--- src/hdl/spq_pkg.sv ---
// Shared types and constants for the sorted priority queue.
// Used by spq_cell and sorted_priority_queue; depends on nothing else.
package spq_pkg;

	localparam int DEF_QUEUE_DEPTH = 16;
	localparam int VALUE_W         = 64;
	localparam int PRIO_W          = 32;
	localparam int OCC_W           = 5;

	localparam logic REQ_PUSH = 1'b0;
	localparam logic REQ_POP  = 1'b1;

	typedef enum logic [1:0] {
		ST_PUSHED = 2'd0,
		ST_POPPED = 2'd1,
		ST_FULL   = 2'd2,
		ST_EMPTY  = 2'd3
	} status_t;

	typedef struct packed {
		logic                      req_type;
		logic signed [VALUE_W-1:0] item_value;
		logic signed [PRIO_W-1:0]  item_priority;
	} req_t;

	typedef struct packed {
		logic signed [VALUE_W-1:0] out_value;
		status_t                   status;
		logic [OCC_W-1:0]          occupancy;
	} rsp_t;

	// One stored pair plus its valid flag, as handed between neighbor cells.
	typedef struct packed {
		logic                      valid;
		logic signed [VALUE_W-1:0] value;
		logic signed [PRIO_W-1:0]  prio;
	} entry_t;

	// Broadcast to every cell for one transfer.
	typedef struct packed {
		logic                      push;
		logic                      pop;
		logic signed [VALUE_W-1:0] value;
		logic signed [PRIO_W-1:0]  prio;
	} cmd_t;

endpackage

--- src/hdl/sorted_priority_queue.sv ---
// Top level of the sorted priority queue: a row of spq_cell plus count and
// result register. Depends on spq_pkg and spq_cell.
//
// A bounded priority queue kept as a sorted row of QUEUE_DEPTH cells, head
// in cell 0. Every request (push or pop) gives one result in the cycle after its
// transfer; all cells compare the broadcast priority against their own and
// shift in the same cycle, so one request is taken every cycle while the
// result register is free or being drained. Pushes of equal priority leave
// last in, first out. A push into a full queue is dropped with status full;
// a pop of an empty queue returns zero with status empty. Occupancy is the
// entry count after the request, reported modulo 32.
module sorted_priority_queue #(
	parameter int QUEUE_DEPTH = spq_pkg::DEF_QUEUE_DEPTH
) (
	input  logic          clk,
	input  logic          arst_n,
	input  logic          req_valid,
	output logic          req_ready,
	input  spq_pkg::req_t req,
	output logic          rsp_valid,
	input  logic          rsp_ready,
	output spq_pkg::rsp_t rsp
);
	import spq_pkg::*;

	localparam int CNT_W = $clog2(QUEUE_DEPTH + 1);

	logic                      accept;
	logic                      full;
	logic                      empty;
	logic [CNT_W-1:0]          count_q;
	logic [CNT_W-1:0]          count_next;
	logic [CNT_W+OCC_W-1:0]    count_ext;
	cmd_t                      cmd;
	entry_t                    cells   [QUEUE_DEPTH];
	logic [QUEUE_DEPTH-1:0]    greater;
	logic [QUEUE_DEPTH-1:0]    valid_vec;
	entry_t                    tail_entry;
	logic                      rsp_valid_q;
	rsp_t                      rsp_q;
	rsp_t                      rsp_d;

	assign req_ready = !rsp_valid_q || rsp_ready;
	assign accept    = req_valid && req_ready;
	assign full      = (count_q == CNT_W'(QUEUE_DEPTH));
	assign empty     = (count_q == '0);

	assign cmd.push  = accept && (req.req_type == REQ_PUSH) && !full;
	assign cmd.pop   = accept && (req.req_type == REQ_POP) && !empty;
	assign cmd.value = req.item_value;
	assign cmd.prio  = req.item_priority;

	assign tail_entry = '{valid: 1'b0, value: '0, prio: '0};

	for (genvar i = 0; i < QUEUE_DEPTH; i++) begin : g_cell
		entry_t prev_e;
		entry_t next_e;
		logic   prev_g;
		if (i == 0) begin : g_head
			assign prev_e = tail_entry;
			assign prev_g = 1'b1;
		end else begin : g_body
			assign prev_e = cells[i-1];
			assign prev_g = greater[i-1];
		end
		if (i == QUEUE_DEPTH - 1) begin : g_last
			assign next_e = tail_entry;
		end else begin : g_inner
			assign next_e = cells[i+1];
		end
		spq_cell u_cell (
			.clk          (clk),
			.arst_n       (arst_n),
			.cmd          (cmd),
			.prev_entry   (prev_e),
			.prev_greater (prev_g),
			.next_entry   (next_e),
			.entry        (cells[i]),
			.greater      (greater[i])
		);
		assign valid_vec[i] = cells[i].valid;
	end

	always_comb begin
		count_next = count_q;
		if (cmd.push) begin
			count_next = count_q + CNT_W'(1);
		end else if (cmd.pop) begin
			count_next = count_q - CNT_W'(1);
		end
	end

	assign count_ext = {{OCC_W{1'b0}}, count_next};

	always_comb begin
		rsp_d.out_value = '0;
		rsp_d.occupancy = count_ext[OCC_W-1:0];
		if (req.req_type == REQ_PUSH) begin
			rsp_d.status = full ? ST_FULL : ST_PUSHED;
		end else if (empty) begin
			rsp_d.status = ST_EMPTY;
		end else begin
			rsp_d.status    = ST_POPPED;
			rsp_d.out_value = cells[0].value;
		end
	end

	always_ff @(posedge clk or negedge arst_n) begin
		if (!arst_n) begin
			count_q     <= '0;
			rsp_valid_q <= 1'b0;
		end else begin
			count_q <= count_next;
			if (accept) begin
				rsp_valid_q <= 1'b1;
			end else if (rsp_ready) begin
				rsp_valid_q <= 1'b0;
			end
		end
	end

	always_ff @(posedge clk) begin
		if (accept) begin
			rsp_q <= rsp_d;
		end
	end

	assign rsp_valid = rsp_valid_q;
	assign rsp       = rsp_q;

`ifndef SYNTHESIS
	a_count_bound: assert property (@(posedge clk) disable iff (!arst_n)
		count_q <= CNT_W'(QUEUE_DEPTH))
		else $error("entry count above queue depth");

	a_valid_count: assert property (@(posedge clk) disable iff (!arst_n)
		$countones(valid_vec) == int'(count_q))
		else $error("cell valid bits disagree with entry count");

	a_full_drop: assert property (@(posedge clk) disable iff (!arst_n)
		accept && (req.req_type == REQ_PUSH) && full |=>
			rsp.status == ST_FULL && $stable(count_q))
		else $error("push into full queue not dropped");

	a_head_order: assert property (@(posedge clk) disable iff (!arst_n)
		cells[1].valid |-> cells[0].prio >= cells[1].prio)
		else $error("head cells out of priority order");
`endif

endmodule

--- src/hdl/spq_cell.sv ---
// One cell of the sorted queue: holds a pair and shifts it to a neighbor.
// Depends on spq_pkg for entry_t and cmd_t.
module spq_cell (
	input  logic            clk,
	input  logic            arst_n,
	input  spq_pkg::cmd_t   cmd,
	input  spq_pkg::entry_t prev_entry,
	input  logic            prev_greater,
	input  spq_pkg::entry_t next_entry,
	output spq_pkg::entry_t entry,
	output logic            greater
);
	import spq_pkg::*;

	logic                      valid_q;
	logic signed [VALUE_W-1:0] value_q;
	logic signed [PRIO_W-1:0]  prio_q;

	assign greater = valid_q && (prio_q > cmd.prio);

	assign entry.valid = valid_q;
	assign entry.value = value_q;
	assign entry.prio  = prio_q;

	always_ff @(posedge clk or negedge arst_n) begin
		if (!arst_n) begin
			valid_q <= 1'b0;
		end else if (cmd.push) begin
			if (!greater) begin
				valid_q <= prev_greater ? 1'b1 : prev_entry.valid;
			end
		end else if (cmd.pop) begin
			valid_q <= next_entry.valid;
		end
	end

	// On push, keep above the insert point, take the new pair at it, shift down below it; on pop, shift up.
	always_ff @(posedge clk) begin
		if (cmd.push) begin
			if (!greater) begin
				if (prev_greater) begin
					value_q <= cmd.value;
					prio_q  <= cmd.prio;
				end else begin
					value_q <= prev_entry.value;
					prio_q  <= prev_entry.prio;
				end
			end
		end else if (cmd.pop) begin
			value_q <= next_entry.value;
			prio_q  <= next_entry.prio;
		end
	end

endmodule

--- config.mk ---
export PLATFORM = sky130hd
export DESIGN_NAME = sorted_priority_queue
export DESIGN_NICKNAME = d
export VERILOG_FILES = /design/src/hdl/spq_pkg.sv /design/src/hdl/sorted_priority_queue.sv /design/src/hdl/spq_cell.sv
export SDC_FILE = /design/constraint.sdc
export NUM_CORES = 2
export LEC_CHECK = 0
export BUFFER_PORTS_ARGS = -buffer_cell sky130_fd_sc_hd__buf_2
export CAP_MARGIN = 20
export CELL_PAD_IN_SITES_DETAIL_PLACEMENT = 0
export CELL_PAD_IN_SITES_GLOBAL_PLACEMENT = 1
export CORE_MARGIN = 2
export CORE_UTILIZATION = 45
export DETAILED_ROUTE_END_ITERATION = 10
export GPL_TIMING_DRIVEN = 0
export PLACE_DENSITY_LB_ADDON = 0.1
export SYNTH_ARGS = -nofsm -noshare
export SYNTH_HDL_FRONTEND = slang
export SYNTH_SLANG_ARGS = --single-unit
--- constraint.sdc ---
create_clock -name clk -period 12.9 [get_ports clk]
set_input_delay 2.58 -clock clk [delete_from_list [all_inputs] [get_ports clk]]
set_output_delay 2.58 -clock clk [all_outputs]
set_load 0.02 [all_outputs]
==> qor.yml <==
run_status: "completed"
syn-cell-area_um2: 84500
postLayoutCoreUtil_pct: 50.96
hold_ws_ns: 0.4986
wirelength_um: 324100
multi_input_area_um2: 33170
p_switching_w: 0.006215
top_layer: "met5"
end_kind: "register"
fin_crit_ns: 8.126
dieArea_um2: 191300
cts.repair.resized: 0
die_w_um: 437.3
slew_violations: 0
stdcell_area_um2: 95400
register_area_um2: 48810
seq_power_share_pct: 44.4
cts_made_buffers: 182
initial_core_util_pct: 45.14
clockBufferDepth: 3
worst_slew_pin_slew_ns: 1.299
leakagePower_nw: 34.26
top_level_ports: 174
setup_violations: 0
synth_nets: 7649
path_cells: "buf_2 > inv_1 > ha_1 > nand4_1 > nor4_1 > a21boi_0 > o31a_1 > o31ai_1 > a21oi_4 > buf_2 > buf_2 > nand2b_4 > buf_16"
fp-row-count: 159
intPower_w: 0.01141
synth_seq_area_share_pct: 57.76
slew_headroom_pct: 12.62
clock-sinks: 1629
cts_root_buf: "clkbuf_16"
clkPwrFrac_pct: 28.8
postCtsSetupRepairBufs: 0
hold_buffers: 0
met3_length_um: 29750
clk_latency_ns: 0.86
ys_seq_elements: 1629
hold_viol: 0
final.setup_skew_ns: 0.03568
drtPass1Iterations: 8
antenna_found_initial: 16
m1WireLength_um: 135900
period_share_pct: 62.99
worstSetupPathType: "input port to register"
synthFlopType: "edfxtp_1"
power_w: 0.01763
start_kind: "input port"
finalSetupTns_ns: 0
max_stage_delay_ns: 0.88
min_path_type: "register to register"
synth_cell_type_count: 61
wl_per_cell_um: 32.11
fill_cells: 16480
post_dp_cell_area_um2: 89840
grt_usage_pct: 33.24
hold_path_depth: 2
path_clk_slew_ns: 0.06
synth_edf_count: 1607
drive_above_1_share_pct: 8.519
ir_drop_mv: 0.1415
cellPowerDensity_nw_per_um2: 184.8
worst_ep_arrival_time_ns: 8.62
drt_iter0_drc: 8323
vias_per_cell: 6.606
post-route-drc-count: 0
syn_area_per_cell_um2: 12.01
syn_inst: 7034
fmax_mhz: 123.1
vias: 66670
swShare_pct: 35.25
drtAntennaViolNets: 0
yosys_warnings: 0
crit_path_max_fanout: 53
gp_congestion: 0.9261
grt_max_degree: 60
reg2reg_depth: 11
rsz0062_at_grt: "no"
core_region_area_um2: 187200
worstPathRequired_ns: 13.39
syn_to_final_growth_pct: 12.90
combPwrFrac_pct: 26.8
tritoncts: "done"
dr_wl_met2_um: 142800
die_y_um: 437.3
htree_levels: 4
nNetsFinal: 8054
io_buffers: 173
crit_top_cell: "buf_2"
async_reset_ff_share_pct: 1.351
gr-total-overflow: 0
grt_pass1_vias: 65280
drv_cap: 0
grt_first_pass_wirelength_um: 465600
cp_slowest_cell: "nor4_1"
dp_hpwl_um: 241200
power by group through the flow:
stage               Sequential, W  Clock (W)  Combinational [W]
finish                    0.00783    0.00507            0.00473
global route              0.00789    0.00528            0.00503
CTS                       0.00781    0.00509            0.00463
detailed placement        0.00790          0            0.00461
global placement          0.00808          0            0.00430
floorplan                 0.00767          0            0.00269
logic make-up (layout without fill, tap and decap cells):
family	count (synthesis)	count (layout)	synth area share, %
simple gates	2328	2328	11.50
fa+ha+maj	514	514	7.611
other cells	0	15	0
mux	2	2	0.02369
buf+inv	661	1210	3.223
xor+xnor	3	3	0.03110
compound gates	1897	1897	19.86
flops	1629	1629	57.76
layout make-up:
class | count | share of cell area, %
clock buffer | 245 | 5.132
sequential | 1629 | 51.16
clock inverter | 83 | 0.6452
multi-input combinational | 4744 | 34.77
timing repair buffer | 221 | 2.111
antenna | 15 | 0.03934
inverter | 59 | 0.2348
tap | 2495 | 3.272
buffer | 602 | 2.640
routing by layer:
layer / up-vias / global-route usage [%]
li1: 29000 / -
met1: 33750 / 46.01
met2: 3436 / 50.36
met3: 483 / 6.939
met4: 4 / 14.72
met5: - / 0.2016
state kept, by name (all words and copies together), names as in the netlist:
| name | cells |
|---|---|
| g_cell.u_cell.value_q | 1024 |
| g_cell.u_cell.prio_q | 512 |
| rsp | 71 |
| g_cell.u_cell.valid_q | 16 |
| count_q | 5 |
| rsp_valid | 1 |
Yosys cell counts (12+ instances only):
cell type | number | share of area (%)
edfxtp_1 | 1607 | 57
nor2_1 | 1406 | 6.2
a221o_1 | 1344 | 16
ha_1 | 514 | 7.6
nand2_1 | 483 | 2.1
clkbuf_1 | 419 | 1.9
a21oi_1 | 212 | 1.3
nand3_1 | 161 | 0.95
o21ai_0 | 154 | 0.91
buf_2 | 137 | 0.81
nand4_1 | 89 | 0.66
and2_1 | 73 | 0.54
inv_1 | 59 | 0.26
buf_1 | 35 | 0.16
o211ai_1 | 26 | 0.23
dfrtp_1 | 22 | 0.65
a21o_1 | 20 | 0.18
nand2b_1 | 20 | 0.15
nor3_1 | 20 | 0.12
o31a_1 | 18 | 0.19
and4_1 | 17 | 0.18
nor4_1 | 17 | 0.13
a211oi_1 | 15 | 0.13
nor2b_1 | 15 | 0.11
a22oi_1 | 14 | 0.12
a21boi_0 | 13 | 0.12
o221ai_1 | 12 | 0.12
path summary, 6_finish.rpt:
check	start	end	slack (ns)
min	g_cell[13].u_cell.valid_q$_DFFE_PN0P_	g_cell[14].u_cell.valid_q$_DFFE_PN0P_	0.50
max reg2reg	g_cell[7].u_cell.prio_q[15]$_DFFE_PP_	g_cell[7].u_cell.value_q[27]$_DFFE_PP_	6.71
min reg2reg	g_cell[13].u_cell.valid_q$_DFFE_PN0P_	g_cell[14].u_cell.valid_q$_DFFE_PN0P_	0.50
max in group asynchronous	arst_n	g_cell[10].u_cell.valid_q$_DFFE_PN0P_	10.66
min in group asynchronous	arst_n	g_cell[3].u_cell.valid_q$_DFFE_PN0P_	1.79
max	req[11]	g_cell[7].u_cell.value_q[27]$_DFFE_PP_	4.77
placed cells by master, fill, tap and decap left out, types with 10 or more instances in the layout:
cell type	synthesis	layout
clkbuf_16	0	186
nor2_1	1406	1405
buf_16	0	31
nand2b_4	0	11
nor3_1	20	20
and4_1	17	17
buf_1	35	35
a22oi_1	14	14
clkinv_1	0	45
nand4_1	89	89
dfrtp_1	22	22
o21ai_0	154	154
edfxtp_1	1607	1607
inv_1	59	58
a21oi_1	212	212
clkinv_2	0	21
ha_1	514	514
o211ai_1	26	26
buf_2	137	311
a211oi_1	15	15
o31ai_1	10	10
buf_12	0	10
o31a_1	18	18
nand2_1	483	477
nor2b_1	15	15
o221ai_1	12	12
a221o_1	1344	1344
clkbuf_2	0	13
nor4_1	17	17
nand3_1	161	161
a21boi_0	13	13
and2_1	73	73
diode_2	0	15
clkbuf_1	419	463
a21o_1	20	20
critical path, delay by kind of cell:
kind	cells	cell delay [ns]
AO/OA/AOI/OAI	4	1.72
adder cells (fa/ha/maj)	1	0.30
buffers and inverters	5	2.01
AND/OR/NAND/NOR	3	1.79
stage by stage:
stage | worst slack, ns | cells
global placement | -1.515 | 9702
floorplan | 3.221 | 7034
detailed placement | 4.155 | 9749
CTS | 5.046 | 10080
finish | 4.774 | 10090
global route | 4.727 | 10080
(Power assumes the default switching activity.)
